$ cat src/hdl/hrhp_pkg.sv
// ---------------------------------------------------------------------------
// hrhp_pkg: shared types and constants of the http response header parser
// Holds the item structs, the controller/datapath command and status groups,
// the header prefix tables and small byte classification functions.
// ---------------------------------------------------------------------------
`default_nettype none

package hrhp_pkg;

    // input word
    typedef struct packed {
        logic       kind;
        logic [7:0] data_byte;
    } t_in_item;

    // output word
    typedef struct packed {
        logic        record_kind;
        logic [15:0] status_code;
        logic        header_done;
        logic [31:0] content_length;
        logic [5:0]  etag_length;
        logic [7:0]  etag_byte;
        logic        last;
    } t_out_item;

    // controller to datapath
    typedef struct packed {
        logic step;
        logic ld_etag;
        logic idx_inc;
    } t_cmd;

    // datapath to controller
    typedef struct packed {
        logic etag_hit;
        logic etag_last;
    } t_sts;

    localparam logic KIND_DATA    = 1'b0;
    localparam logic KIND_RESTART = 1'b1;
    localparam logic REC_STATUS   = 1'b0;
    localparam logic REC_ETAG     = 1'b1;

    localparam int CL_LEN = 16;
    localparam int ET_LEN = 6;

    localparam logic [7:0] CH_SPACE = 8'h20;
    localparam logic [7:0] CH_LF    = 8'h0A;
    localparam logic [7:0] CH_CR    = 8'h0D;
    localparam logic [7:0] CH_PLUS  = 8'h2B;
    localparam logic [7:0] CH_MINUS = 8'h2D;

    // lower-case prefix tables
    localparam logic [7:0] CL_PREFIX [CL_LEN] = '{
        8'h63, 8'h6F, 8'h6E, 8'h74, 8'h65, 8'h6E, 8'h74, 8'h2D,
        8'h6C, 8'h65, 8'h6E, 8'h67, 8'h74, 8'h68, 8'h3A, 8'h20
    };
    localparam logic [7:0] ET_PREFIX [8] = '{
        8'h65, 8'h74, 8'h61, 8'h67, 8'h3A, 8'h20, 8'h00, 8'h00
    };

    function automatic logic [7:0] to_lower(input logic [7:0] b);
        logic [7:0] r;
        r = b;
        if (b >= 8'h41 && b <= 8'h5A) begin
            r = b + 8'd32;
        end
        return r;
    endfunction

    function automatic logic is_space(input logic [7:0] b);
        return (b == CH_SPACE) || (b >= 8'd9 && b <= 8'd13);
    endfunction

    function automatic logic is_digit(input logic [7:0] b);
        return (b >= 8'h30) && (b <= 8'h39);
    endfunction

endpackage

`default_nettype wire

$ cat src/hdl/hrhp_ram.sv
// ---------------------------------------------------------------------------
// hrhp_ram: generic simple dual-port ram
// One write port and one read port, read data registered.
// ---------------------------------------------------------------------------
`default_nettype none

module hrhp_ram #(
    parameter int WIDTH = 8,
    parameter int DEPTH = 63
) (
    input  wire logic                     i_clk,
    input  wire logic                     i_we,
    input  wire logic [$clog2(DEPTH)-1:0] i_waddr,
    input  wire logic [WIDTH-1:0]         i_wdata,
    input  wire logic [$clog2(DEPTH)-1:0] i_raddr,
    output logic      [WIDTH-1:0]         o_rdata
);

    logic [WIDTH-1:0] r_mem [DEPTH];
    logic [WIDTH-1:0] r_rdata;

    // write port and registered read
    always_ff @(posedge i_clk) begin
        if (i_we) begin
            r_mem[i_waddr] <= i_wdata;
        end
        r_rdata <= r_mem[i_raddr];
    end

    assign o_rdata = r_rdata;

endmodule

`default_nettype wire

$ cat src/hdl/hrhp_ctrl.sv
// ---------------------------------------------------------------------------
// hrhp_ctrl: controller of the http response header parser
// Runs the input/output handshakes and sequences the etag value reads.
// ---------------------------------------------------------------------------
`default_nettype none

module hrhp_ctrl
    import hrhp_pkg::*;
(
    input  wire logic i_clk,
    input  wire logic i_rst_n,
    input  wire logic i_in_valid,
    output logic      o_in_ready,
    output logic      o_out_valid,
    input  wire logic i_out_ready,
    input  wire t_sts i_sts,
    output t_cmd      o_cmd
);

    typedef enum logic [2:0] {
        S_IDLE = 3'b001,
        S_RD   = 3'b010,
        S_EM   = 3'b100
    } t_state;

    t_state r_state, n_state;
    logic   r_ovalid, n_ovalid;
    logic   slot_free;

    assign slot_free = !r_ovalid || i_out_ready;

    // next state and commands
    always_comb begin
        n_state       = r_state;
        o_cmd         = '0;
        o_in_ready    = 1'b0;
        case (r_state)
            S_IDLE: begin
                o_in_ready = slot_free;
                if (i_in_valid && slot_free) begin
                    o_cmd.step = 1'b1;
                    if (i_sts.etag_hit) begin
                        n_state = S_RD;
                    end
                end
            end
            S_RD: begin
                n_state = S_EM;
            end
            S_EM: begin
                if (slot_free) begin
                    o_cmd.ld_etag = 1'b1;
                    if (i_sts.etag_last) begin
                        n_state = S_IDLE;
                    end else begin
                        o_cmd.idx_inc = 1'b1;
                        n_state       = S_RD;
                    end
                end
            end
            default: begin
                n_state = S_IDLE;
            end
        endcase
    end

    // output word valid
    always_comb begin
        n_ovalid = r_ovalid;
        if (o_cmd.step || o_cmd.ld_etag) begin
            n_ovalid = 1'b1;
        end else if (i_out_ready) begin
            n_ovalid = 1'b0;
        end
    end

    always_ff @(posedge i_clk) begin
        if (!i_rst_n) begin
            r_state  <= S_IDLE;
            r_ovalid <= 1'b0;
        end else begin
            r_state  <= n_state;
            r_ovalid <= n_ovalid;
        end
    end

    assign o_out_valid = r_ovalid;

`ifndef SYNTHESIS
    a_ready_idle: assert property (@(posedge i_clk) disable iff (!i_rst_n)
        o_in_ready |-> (r_state == S_IDLE))
        else $error("input ready outside idle");
    a_rd_then_em: assert property (@(posedge i_clk) disable iff (!i_rst_n)
        (r_state == S_RD) |=> (r_state == S_EM))
        else $error("read state not followed by emit");
    a_hit_reads: assert property (@(posedge i_clk) disable iff (!i_rst_n)
        (o_cmd.step && i_sts.etag_hit) |=> (r_state == S_RD))
        else $error("etag line end did not start reads");
    a_load_valid: assert property (@(posedge i_clk) disable iff (!i_rst_n)
        (o_cmd.step || o_cmd.ld_etag) |=> o_out_valid)
        else $error("loaded word not valid");
`endif

endmodule

`default_nettype wire

$ cat src/hdl/hrhp_dpath.sv
// ---------------------------------------------------------------------------
// hrhp_dpath: datapath of the http response header parser
// Parser state, line store, running prefix match, running number conversion
// and the output word register.
// ---------------------------------------------------------------------------
`default_nettype none

module hrhp_dpath
    import hrhp_pkg::*;
#(
    parameter int LINE_BYTES = 64
) (
    input  wire logic     i_clk,
    input  wire logic     i_rst_n,
    input  wire t_in_item i_item,
    input  wire t_cmd     i_cmd,
    output t_sts          o_sts,
    output t_out_item     o_out
);

    localparam int CAP = LINE_BYTES - 1;
    localparam int LW  = $clog2(LINE_BYTES);
    localparam int AW  = $clog2(CAP);

    localparam logic [1:0] CV_WS   = 2'd0;
    localparam logic [1:0] CV_DIG  = 2'd1;
    localparam logic [1:0] CV_STOP = 2'd2;

    logic [1:0]    r_spc, n_spc;
    logic [LW-1:0] r_len, n_len;
    logic [7:0]    r_prev, n_prev;
    logic [1:0]    r_run, n_run;
    logic          r_hf, n_hf;
    logic [15:0]   r_status, n_status;
    logic [31:0]   r_length, n_length;
    logic          r_mcl, n_mcl;
    logic          r_met, n_met;
    logic [1:0]    r_cph, n_cph;
    logic          r_neg, n_neg;
    logic [31:0]   r_mag, n_mag;
    logic [LW-1:0] r_idx, n_idx;
    logic [LW-1:0] r_elen, n_elen;
    t_out_item     r_out, n_out;

    logic [7:0]    c;
    logic          status_phase, eol, hit, app, can_app, conv_on;
    logic [31:0]   lim, conv_val;
    logic [35:0]   mag10;
    logic [31:0]   mag_sat;
    logic [LW-1:0] rd_sum;
    logic [7:0]    rdata;

    assign c            = i_item.data_byte;
    assign status_phase = (r_status == 16'd0);
    assign eol          = (c == CH_LF) || (c == CH_CR);
    assign can_app      = (r_len < LW'(CAP));
    assign conv_on      = status_phase || (r_len >= LW'(CL_LEN));

    // etag line end on the offered word
    assign hit = (i_item.kind == KIND_DATA) && !status_phase && eol && r_met
                 && (r_len >= LW'(ET_LEN));

    // converted value of the digits seen so far
    always_comb begin
        lim = status_phase ? 32'h0000_8000 : 32'h8000_0000;
        if (r_neg) begin
            conv_val = 32'd0 - r_mag;
        end else if (r_mag >= lim) begin
            conv_val = lim - 32'd1;
        end else begin
            conv_val = r_mag;
        end
        mag10   = ({4'd0, r_mag} << 3) + ({4'd0, r_mag} << 1) + {32'd0, c[3:0]};
        mag_sat = (mag10 > {4'd0, lim}) ? lim : mag10[31:0];
    end

    // parser state update
    always_comb begin
        n_spc    = r_spc;
        n_len    = r_len;
        n_prev   = r_prev;
        n_run    = r_run;
        n_hf     = r_hf;
        n_status = r_status;
        n_length = r_length;
        n_mcl    = r_mcl;
        n_met    = r_met;
        n_cph    = r_cph;
        n_neg    = r_neg;
        n_mag    = r_mag;
        n_idx    = r_idx;
        n_elen   = r_elen;
        app      = 1'b0;

        if (i_cmd.step) begin
            n_idx = '0;
            if (i_item.kind == KIND_RESTART) begin
                n_spc    = '0;
                n_len    = '0;
                n_prev   = '0;
                n_run    = '0;
                n_hf     = 1'b0;
                n_status = '0;
            end else if (status_phase) begin
                if (r_spc < 2'd2) begin
                    if (c == CH_SPACE) begin
                        n_spc = r_spc + 2'd1;
                        if (r_spc == 2'd1) begin
                            n_status = conv_val[15:0];
                        end
                        n_len = '0;
                    end else begin
                        app = can_app;
                    end
                end
            end else begin
                if (eol) begin
                    if (c == CH_LF && (r_prev == CH_CR || r_prev == CH_LF)) begin
                        if (r_run < 2'd3) begin
                            n_run = r_run + 2'd1;
                        end
                        if (r_run == 2'd1) begin
                            n_hf = 1'b1;
                        end
                    end
                    if (r_mcl && r_len >= LW'(CL_LEN)) begin
                        n_length = conv_val;
                    end
                    if (hit) begin
                        n_elen = r_len - LW'(ET_LEN);
                    end
                    n_len = '0;
                end else begin
                    n_run = '0;
                    app   = can_app;
                end
                n_prev = c;
            end

            // new line: restart matching and conversion
            if (n_len == '0 && !app) begin
                n_mcl = 1'b1;
                n_met = 1'b1;
                n_cph = CV_WS;
                n_neg = 1'b0;
                n_mag = '0;
            end
        end

        if (i_cmd.idx_inc) begin
            n_idx = r_idx + LW'(1);
        end

        // stored byte feeds the prefix match and the conversion
        if (app) begin
            n_len = r_len + LW'(1);
            if (r_len < LW'(CL_LEN)) begin
                n_mcl = r_mcl && (to_lower(c) == CL_PREFIX[r_len[3:0]]);
            end
            if (r_len < LW'(ET_LEN)) begin
                n_met = r_met && (to_lower(c) == ET_PREFIX[r_len[2:0]]);
            end
            if (conv_on) begin
                case (r_cph)
                    CV_WS: begin
                        if (is_space(c)) begin
                            n_cph = CV_WS;
                        end else if (c == CH_PLUS || c == CH_MINUS) begin
                            n_cph = CV_DIG;
                            n_neg = (c == CH_MINUS);
                        end else if (is_digit(c)) begin
                            n_cph = CV_DIG;
                            n_mag = mag_sat;
                        end else begin
                            n_cph = CV_STOP;
                        end
                    end
                    CV_DIG: begin
                        if (is_digit(c)) begin
                            n_mag = mag_sat;
                        end else begin
                            n_cph = CV_STOP;
                        end
                    end
                    default: begin
                        n_cph = CV_STOP;
                    end
                endcase
            end
        end
    end

    // output word
    always_comb begin
        n_out = r_out;
        if (i_cmd.step) begin
            n_out.record_kind    = REC_STATUS;
            n_out.status_code    = n_status;
            n_out.header_done    = n_hf;
            n_out.content_length = n_length;
            n_out.etag_length    = '0;
            n_out.etag_byte      = '0;
            n_out.last           = !hit;
        end else if (i_cmd.ld_etag) begin
            n_out.record_kind    = REC_ETAG;
            n_out.status_code    = r_status;
            n_out.header_done    = r_hf;
            n_out.content_length = r_length;
            n_out.etag_length    = 6'(r_elen);
            n_out.etag_byte      = (r_elen == '0) ? 8'd0 : rdata;
            n_out.last           = o_sts.etag_last;
        end
    end

    assign o_sts.etag_hit  = hit;
    assign o_sts.etag_last = ({1'b0, r_idx} + (LW + 1)'(1)) >= {1'b0, r_elen};

    // line store
    assign rd_sum = r_idx + LW'(ET_LEN);

    hrhp_ram #(
        .WIDTH (8),
        .DEPTH (CAP)
    ) u_line_ram (
        .i_clk   (i_clk),
        .i_we    (app),
        .i_waddr (r_len[AW-1:0]),
        .i_wdata (c),
        .i_raddr (rd_sum[AW-1:0]),
        .o_rdata (rdata)
    );

    always_ff @(posedge i_clk) begin
        if (!i_rst_n) begin
            r_spc    <= '0;
            r_len    <= '0;
            r_prev   <= '0;
            r_run    <= '0;
            r_hf     <= 1'b0;
            r_status <= '0;
            r_length <= '0;
            r_mcl    <= 1'b1;
            r_met    <= 1'b1;
            r_cph    <= CV_WS;
            r_neg    <= 1'b0;
            r_mag    <= '0;
            r_idx    <= '0;
            r_elen   <= '0;
        end else begin
            r_spc    <= n_spc;
            r_len    <= n_len;
            r_prev   <= n_prev;
            r_run    <= n_run;
            r_hf     <= n_hf;
            r_status <= n_status;
            r_length <= n_length;
            r_mcl    <= n_mcl;
            r_met    <= n_met;
            r_cph    <= n_cph;
            r_neg    <= n_neg;
            r_mag    <= n_mag;
            r_idx    <= n_idx;
            r_elen   <= n_elen;
        end
    end

    always_ff @(posedge i_clk) begin
        r_out <= n_out;
    end

    assign o_out = r_out;

`ifndef SYNTHESIS
    a_len_cap: assert property (@(posedge i_clk) disable iff (!i_rst_n)
        r_len <= LW'(CAP))
        else $error("line length beyond store");
    a_spc_max: assert property (@(posedge i_clk) disable iff (!i_rst_n)
        r_spc <= 2'd2)
        else $error("space count beyond two");
    a_status_hold: assert property (@(posedge i_clk) disable iff (!i_rst_n)
        (!i_cmd.step) |=> $stable(r_status) && $stable(r_len))
        else $error("parser state moved without a word");
`endif

endmodule

`default_nettype wire

$ cat src/hdl/http_response_header_parser.sv
// ---------------------------------------------------------------------------
// http_response_header_parser: streaming http response header parser
// Ordinary bytes are taken one per cycle while the output slot is free, each
// giving one status word. A line ending that closes an "ETag: " header is
// followed by its value bytes, read back from the line store byte by byte
// through a read state and an emit state (registered ram port); no input is
// taken until the last one is out. Status code and content length are
// converted on the fly as bytes arrive, so no line-end pass is needed.
// ---------------------------------------------------------------------------
`default_nettype none

module http_response_header_parser
    import hrhp_pkg::*;
#(
    parameter int LINE_BYTES = 64
) (
    input  wire logic      i_clk,
    input  wire logic      i_rst_n,
    input  wire logic      i_in_valid,
    output logic           o_in_ready,
    input  wire t_in_item  i_in_data,
    output logic           o_out_valid,
    input  wire logic      i_out_ready,
    output t_out_item      o_out_data
);

    t_cmd cmd;
    t_sts sts;

    // controller
    hrhp_ctrl u_ctrl (
        .i_clk       (i_clk),
        .i_rst_n     (i_rst_n),
        .i_in_valid  (i_in_valid),
        .o_in_ready  (o_in_ready),
        .o_out_valid (o_out_valid),
        .i_out_ready (i_out_ready),
        .i_sts       (sts),
        .o_cmd       (cmd)
    );

    // datapath
    hrhp_dpath #(
        .LINE_BYTES (LINE_BYTES)
    ) u_dpath (
        .i_clk   (i_clk),
        .i_rst_n (i_rst_n),
        .i_item  (i_in_data),
        .i_cmd   (cmd),
        .o_sts   (sts),
        .o_out   (o_out_data)
    );

endmodule

`default_nettype wire
$ cat config.mk
export PLATFORM = sky130hd
export DESIGN_NAME = http_response_header_parser
export DESIGN_NICKNAME = d
export VERILOG_FILES = /design/src/hdl/hrhp_pkg.sv /design/src/hdl/hrhp_ram.sv /design/src/hdl/hrhp_ctrl.sv /design/src/hdl/hrhp_dpath.sv /design/src/hdl/http_response_header_parser.sv
export SDC_FILE = /design/constraint.sdc
export NUM_CORES = 1
export LEC_CHECK = 0
export ABC_AREA = 0
export BUFFER_PORTS_ARGS = -buffer_cell sky130_fd_sc_hd__buf_2
export CORE_MARGIN = 5
export CORE_UTILIZATION = 40
export DETAILED_ROUTE_END_ITERATION = 16
export PLACE_DENSITY = 0.62
export SLEW_MARGIN = 15
export SYNTH_ARGS = -nofsm -noshare
export SYNTH_HDL_FRONTEND = slang
export SYNTH_SLANG_ARGS = --single-unit
export TNS_END_PERCENT = 20
$ cat constraint.sdc
create_clock -name i_clk -period 14.8 [get_ports i_clk]
set_input_delay 0.74 -clock i_clk [delete_from_list [all_inputs] [get_ports i_clk]]
set_output_delay 0.74 -clock i_clk [all_outputs]
set_load 0.05 [all_outputs]
==> impl_metrics.ini, run 1 <==
[timing]
period_needed_ns = 6.59
hold_viol_final = 0
holdWs_ns = 0.450
tightest_slew_ns = 1.16
fin_crit_sh = 0.445
rsz0062_at_grt = no
fmax_ghz = 0.152
skew_ns = 0.0344
tns_ns = 0
relSlewSlack = 0.225
setup_viol = 0
drv_slew = 0

[power]
sequentialPowerShare = 0.519
comb_power_share = 0.027
powerDensity_nw_per_um2 = 115
vdd_ir_drop_max_mv = 0.0956
swShare = 0.211
power_frac_clock = 0.454
power_switching_mw = 0.861
leakage_nw = 12.0
power.internal_mw = 3.23

[detailed_routing]
drt-wirelength-per-cell_um = 21.5
vias_per_cell = 5.72
drt_pass1_iterations = 8
ant_nets = 0
drtIter0Drc = 1750
vias = 19947
finalWirelength_mm = 75.0
drc = 0

[critical_path]
path_cells = ha_1 -> ha_1 -> nand3_1 -> or4_1 -> a211oi_1 -> or4_1 -> a41oi_1 -> xnor2_1 -> ha_1 -> nand3_1 -> or3_1 -> or4_1 -> or4_1 -> o41a_1 -> o41a_1 -> or4_1 -> a211oi_1
endpoint = u_dpath.r_mag[3]
ff2ff_setup_slack_ns = 8.21
start_kind = flop
timing.rr.end = u_dpath.r_mag[3]
slowest_delay_ns = 0.59
cp_top_family = simple AND/OR/NAND/NOR gates
crit_path_max_fanout = 12
worst_path_max_delay_cell = a211oi_1
path_depth = 17
crit_start = u_dpath.r_mag[17]
crit_type = flop to flop
crit_path_end_kind = flop
ff2ff_path_depth = 17
cp.required_ns = 15.30
r2r-start = u_dpath.r_mag[17]
crit_buf_inv = 0
crit_arrival_ns = 7.09
cpMostUsedCell = or4_1

[cts]
cts_tree = done
postCtsSetupBuffers = 0
ctsResizeCount = 0
clk_pin_slew_ns = 0.06
cts_max_path_buffers = 3
cts_sinks = 697
cts-root-buf = clkbuf_16
htreeDepth = 3
holdBufCountCts = 0
clk_latency_ns = 0.61
cts_buffers = 74

[global_route]
grtUsageTotal = 0.173
grt_max_degree = 107
grt_pass1_wl_mm = 117
grt_pass1_vias = 19614
grt_overflow = 0
antenna_found_initial = 1

[hold_path]
hold_class = flop to flop

[die]
initial_core_util = 0.402
die-area_um2 = 84700
num_rows = 103
coreArea_um2 = 78600
die_h_um = 291
io_pins = 80
die_width_um = 291

[placed_design]
gp_congestion = 0.868
dp_hpwl_mm = 50.6
io_buffers = 79
dpl_cell_area_um2 = 33100

[finish]
antenna_cells = 0
final_net_count = 2486
layout-drive-gt1-share = 0.168
fin_area_um2 = 35600
fin_util = 0.453
area_delta_synth_final_pct = 12.7

[synthesis]
synth-edff-count = 554
ys_ff_latch = 697
netlist_top_cells_area = edfxtp_1 53%, mux4_2 11%, dfxtp_1 9.1%
synth_largest_area_cell = edfxtp_1
ys_top_cells_by_count = 554 x edfxtp_1, 211 x nor2_1, 209 x nand2_1
yosysSeqAreaShare = 0.617
synth_most_common_cell = edfxtp_1
async_reset_ff_frac = 0
synth_top_cell_area_share = 0.526
netlist_area_um2 = 31600
ys_warn_count = 0
ys_types = 73
syn_inst = 2322
synth_nets = 2431
syn_avg_cell_area_um2 = 13.6
ys.flop_type = edfxtp_1

[outcome]
status = complete, no violations

[flow_run]
max_cap_violations = 0
-- flip-flops by register name, summed over array words and instances, names as in the netlist, 6 cells and up --
name and cells:
u_dpath.u_line_ram.r_mem 504, u_dpath.o_out 65, u_dpath.r_length 32, u_dpath.r_mag 32, u_dpath.r_status 16, u_dpath.r_prev 8
u_dpath.u_line_ram.o_rdata 8, u_dpath.r_elen 6, u_dpath.r_idx 6, u_dpath.r_len 6
-- layout make-up --
type,instances,area (um^2)
Timing Repair Buffer,109,621
Clock buffer,91,1990
Inverter,44,166
Multi-Input combinational cell,1451,11500
Sequential cell,697,19500
Tap cell,1050,1310
Clock inverter,46,503
Fill cell,6922,43000
-- kinds of logic after synthesis --
logic type	count (synthesis)	synth area share
compound gates	457	0.0900
xor+xnor	50	0.0139
fa+ha+maj	97	0.0388
buf+inv	174	0.0209
flops	697	0.617
mux	189	0.123
simple gates	658	0.0962
-- cells in the final DEF (no fill, tap or decap), drive strengths merged, types with 15 or more instances in the layout --
cell type / instances
edfxtp: 554
nor4: 17
buf: 109
or4: 15
clkinv: 33
a21o: 26
xnor2: 29
ha: 94
nand2: 209
dfxtp: 143
nor3: 41
a21oi: 164
a211oi: 26
mux4: 160
nand3: 40
xor2: 21
clkbuf: 91
inv: 43
a31oi: 25
a22oi: 15
o21ai: 98
and2: 15
nor2: 211
a22o: 20
nand4: 37
mux2i: 25
-- stage by stage --
step | power [mW] | instances | worst slack [ns]
final | 4.09 | 3488 | 8.21
after global routing | 4.22 | 3488 | 7.82
after CTS | 4.13 | 3488 | 8.22
after detailed placement | 2.27 | 3351 | 7.73
after global placement | 2.27 | 3351 | 7.81
after floorplan | 2.22 | 2322 | 8.36
-- power by group through the flow --
stage | Sequential, mW | Clock (mW) | Combinational [mW]
floorplan | 2.18 | 0 | 0.0432
global placement | 2.16 | 0 | 0.108
detailed placement | 2.16 | 0 | 0.111
finish | 2.12 | 1.86 | 0.111
global route | 2.12 | 1.98 | 0.120
CTS | 2.12 | 1.89 | 0.112
-- per-layer routing --
metal,track usage,wire length [um]
met1,0.246,32400
met2,0.281,35800
met4,0.0394,1460
met3,0.0317,5260
met5,0,0
-- worst min-delay path by stage --
stage / startpoint / endpoint / slack, ns / depth (start not counted)
after floorplan: u_dpath.u_line_ram.o_rdata[0] / u_dpath.o_out[1] / 0.42 / 1
after global placement: u_dpath.o_out[64] / u_dpath.o_out[64] / 0.43 / 1
after detailed placement: u_dpath.u_line_ram.o_rdata[7] / u_dpath.o_out[8] / 0.43 / 1
after CTS: u_dpath.u_line_ram.o_rdata[7] / u_dpath.o_out[8] / 0.45 / 1
after global routing: u_dpath.u_line_ram.o_rdata[7] / u_dpath.o_out[8] / 0.47 / 1
final: u_dpath.u_line_ram.o_rdata[7] / u_dpath.o_out[8] / 0.45 / 1
(Power assumes the default switching activity.)
==> run 2: changes to the inputs <==
--- a/config.mk
+++ b/config.mk
@@ -5,12 +5,12 @@
 export SDC_FILE = /design/constraint.sdc
 export NUM_CORES = 1
 export LEC_CHECK = 0
-export ABC_AREA = 0
+export ABC_AREA = 1
 export BUFFER_PORTS_ARGS = -buffer_cell sky130_fd_sc_hd__buf_2
 export CORE_MARGIN = 5
 export CORE_UTILIZATION = 40
 export DETAILED_ROUTE_END_ITERATION = 16
-export PLACE_DENSITY = 0.62
+export PLACE_DENSITY = 0.64
 export SLEW_MARGIN = 15
 export SYNTH_ARGS = -nofsm -noshare
 export SYNTH_HDL_FRONTEND = slang
==> constraint.sdc (replaced) <==
create_clock -name i_clk -period 5.3 [get_ports i_clk]
set_input_delay 0.265 -clock i_clk [delete_from_list [all_inputs] [get_ports i_clk]]
set_output_delay 0.265 -clock i_clk [all_outputs]
set_load 0.05 [all_outputs]
==> impl_metrics.ini, run 2 <==
[detailed_routing]
drt-wirelength-per-cell_um = 19.3
vias = 26207
vias_per_cell = 5.40
ant_nets = 0
finalWirelength_mm = 93.4
drt_pass1_iterations = 6
drtIter0Drc = 2522
drc = 0

[timing]
fin_crit_sh = 0.793
hold_viol_final = 0
setup_ws_ns = 1.10
rsz0062_at_grt = no
relSlewSlack = 0.271
period_needed_ns = 4.20
tns_ns = 0
fmax_ghz = 0.238
skew_ns = 0.0394
tightest_slew_ns = 1.09
setup_viol = 0
drv_slew = 0

[placed_design]
post-place-ws_ns = 0.890
io_buffers = 79
gp_congestion = 0.903
dp_hpwl_mm = 59.6

[synthesis]
ys.flop_type = edfxtp_1
netlist_area_um2 = 33900
ys_ff_latch = 697
async_reset_ff_frac = 0
synth_top_cell_area_share = 0.490
yosysSeqAreaShare = 0.574
synth_most_common_cell = nand2_1
synth_largest_area_cell = edfxtp_1
netlist_top_cells_area = edfxtp_1 49%, dfxtp_1 8.4%, nand2_1 7.2%
synth-edff-count = 554
ys_top_cells_by_count = 650 x nand2_1, 554 x edfxtp_1, 510 x nor2_1
ys_types = 61
synth_nets = 3750
syn_inst = 3641
ys_warn_count = 0
syn_avg_cell_area_um2 = 9.32

[power]
leakage_nw = 14.3
vdd_ir_drop_max_mv = 0.266
powerDensity_nw_per_um2 = 317

[finish]
final_common_cell = nand2_1
num-fill-cells = 7975
final_cell_mix = 649 x nand2_1, 554 x edfxtp_1, 509 x nor2_1
antenna_cells = 0
final_net_count = 3771
top_register = u_dpath.u_line_ram.r_mem
layout-drive-gt1-share = 0.0820
largest_reg_flops = 504
area_delta_synth_final_pct = 11.2

[cts]
ctsResizeCount = 0
htreeDepth = 3
holdBufCountCts = 0
cts_tree = done
cts-root-buf = clkbuf_16
clk_latency_ns = 0.63
cts_max_path_buffers = 3
postCtsSetupBuffers = 0
cts_sinks = 697
cts_buffers = 73
clk_pin_slew_ns = 0.06

[critical_path]
slowest_delay_ns = 0.59
crit_path_max_fanout = 31
crit_arrival_ns = 4.76
start_kind = flop
cpMostUsedCell = nand2_1
cp.required_ns = 5.85
crit_type = flop to flop
worst_path_max_delay_cell = fa_1
crit_path_end_kind = flop

[global_route]
use_met3 = 0.0281
grt_pass1_vias = 24771
grt_use_met1 = 0.267
use_met2 = 0.346
grt_pass1_wl_mm = 144
antenna_found_initial = 2
busiest_layer = met2
grtUsageTotal = 0.201
grt_overflow = 0
grt_max_degree = 137

[die]
die-area_um2 = 90800
io_pins = 80
die_width_um = 301
num_rows = 106
die_h_um = 301
initial_core_util = 0.404
coreArea_um2 = 84000

[outcome]
status = complete, no violations

[hold_path]
hold_class = primary input to flop

[flow_run]
max_cap_violations = 0
run 2: kinds of logic after synthesis:
family                     synth area share
AOI/OAI and AO/OA                     0.141
xor gates and xnor gates             0.0111
and+or+nand+nor                       0.178
adders and majority gates            0.0358
DFF                                   0.574
buffers and inverters                0.0598
run 2: metal layers:
layer  up-vias  part of all wire
met5         -           0.00014
met4         2             0.028
met3       159             0.060
met2       884              0.49
met1     12517              0.42
li1      12645                 -
run 2: path summary, 6_finish.rpt:
check	startpoint	endpoint	slack, ns	cells after the start
setup / recovery	u_dpath.r_mag[0]	u_dpath.r_mag[22]	1.10	27
hold reg to reg	u_dpath.o_out[13]	u_dpath.o_out[13]	0.45	2
setup reg to reg	u_dpath.r_mag[0]	u_dpath.r_mag[22]	1.10	27
hold / removal	i_in_data[4]	u_dpath.r_prev[4]	0.04	3
run 2: area by class of cell:
| class | instances | area, um^2 | share of cell area |
|---|---|---|---|
| repair buffers | 125 | 791 | 0.0210 |
| flip-flops and latches | 697 | 19500 | 0.517 |
| inverters | 337 | 1280 | 0.0338 |
| clock buffers | 91 | 1910 | 0.0506 |
| well taps | 1134 | 1420 | 0.0376 |
| multi-input cells | 2428 | 12400 | 0.330 |
| clock inverters | 40 | 388 | 0.0103 |
run 2: through the flow:
step	hold slack (ns)	power, mW	instance area, um^2	utilization	cells
after floorplan	0.364	6.83	33900	-	3641
after global placement	0.437	7.13	35400	0.422	4721
after detailed placement	0.443	7.13	35400	0.422	4721
after CTS	0.0335	12.0	37700	0.449	4852
after global routing	0.0298	12.4	37700	0.449	4852
final	0.0396	12.0	37700	0.449	4852
run 2: critical path, delay by kind of cell (launching register included):
| family | cells | cell delay [ns] |
|---|---|---|
| flops | 1 | 0.38 |
| simple gates | 19 | 1.99 |
| compound gates | 1 | 0.16 |
| xor+xnor | 1 | 0.20 |
| buf+inv | 3 | 0.27 |
| fa+ha+maj | 3 | 1.16 |
run 2: power by group:
group / leakage, nW / total [mW] / switching [mW] / internal [mW]
clock: 1.10 / 4.93 / 2.19 / 2.74
sequential: 6.20 / 6.04 / 0.0644 / 5.97
combinational: 6.98 / 0.990 / 0.763 / 0.227
total: 14.3 / 12.0 / 3.02 / 8.94
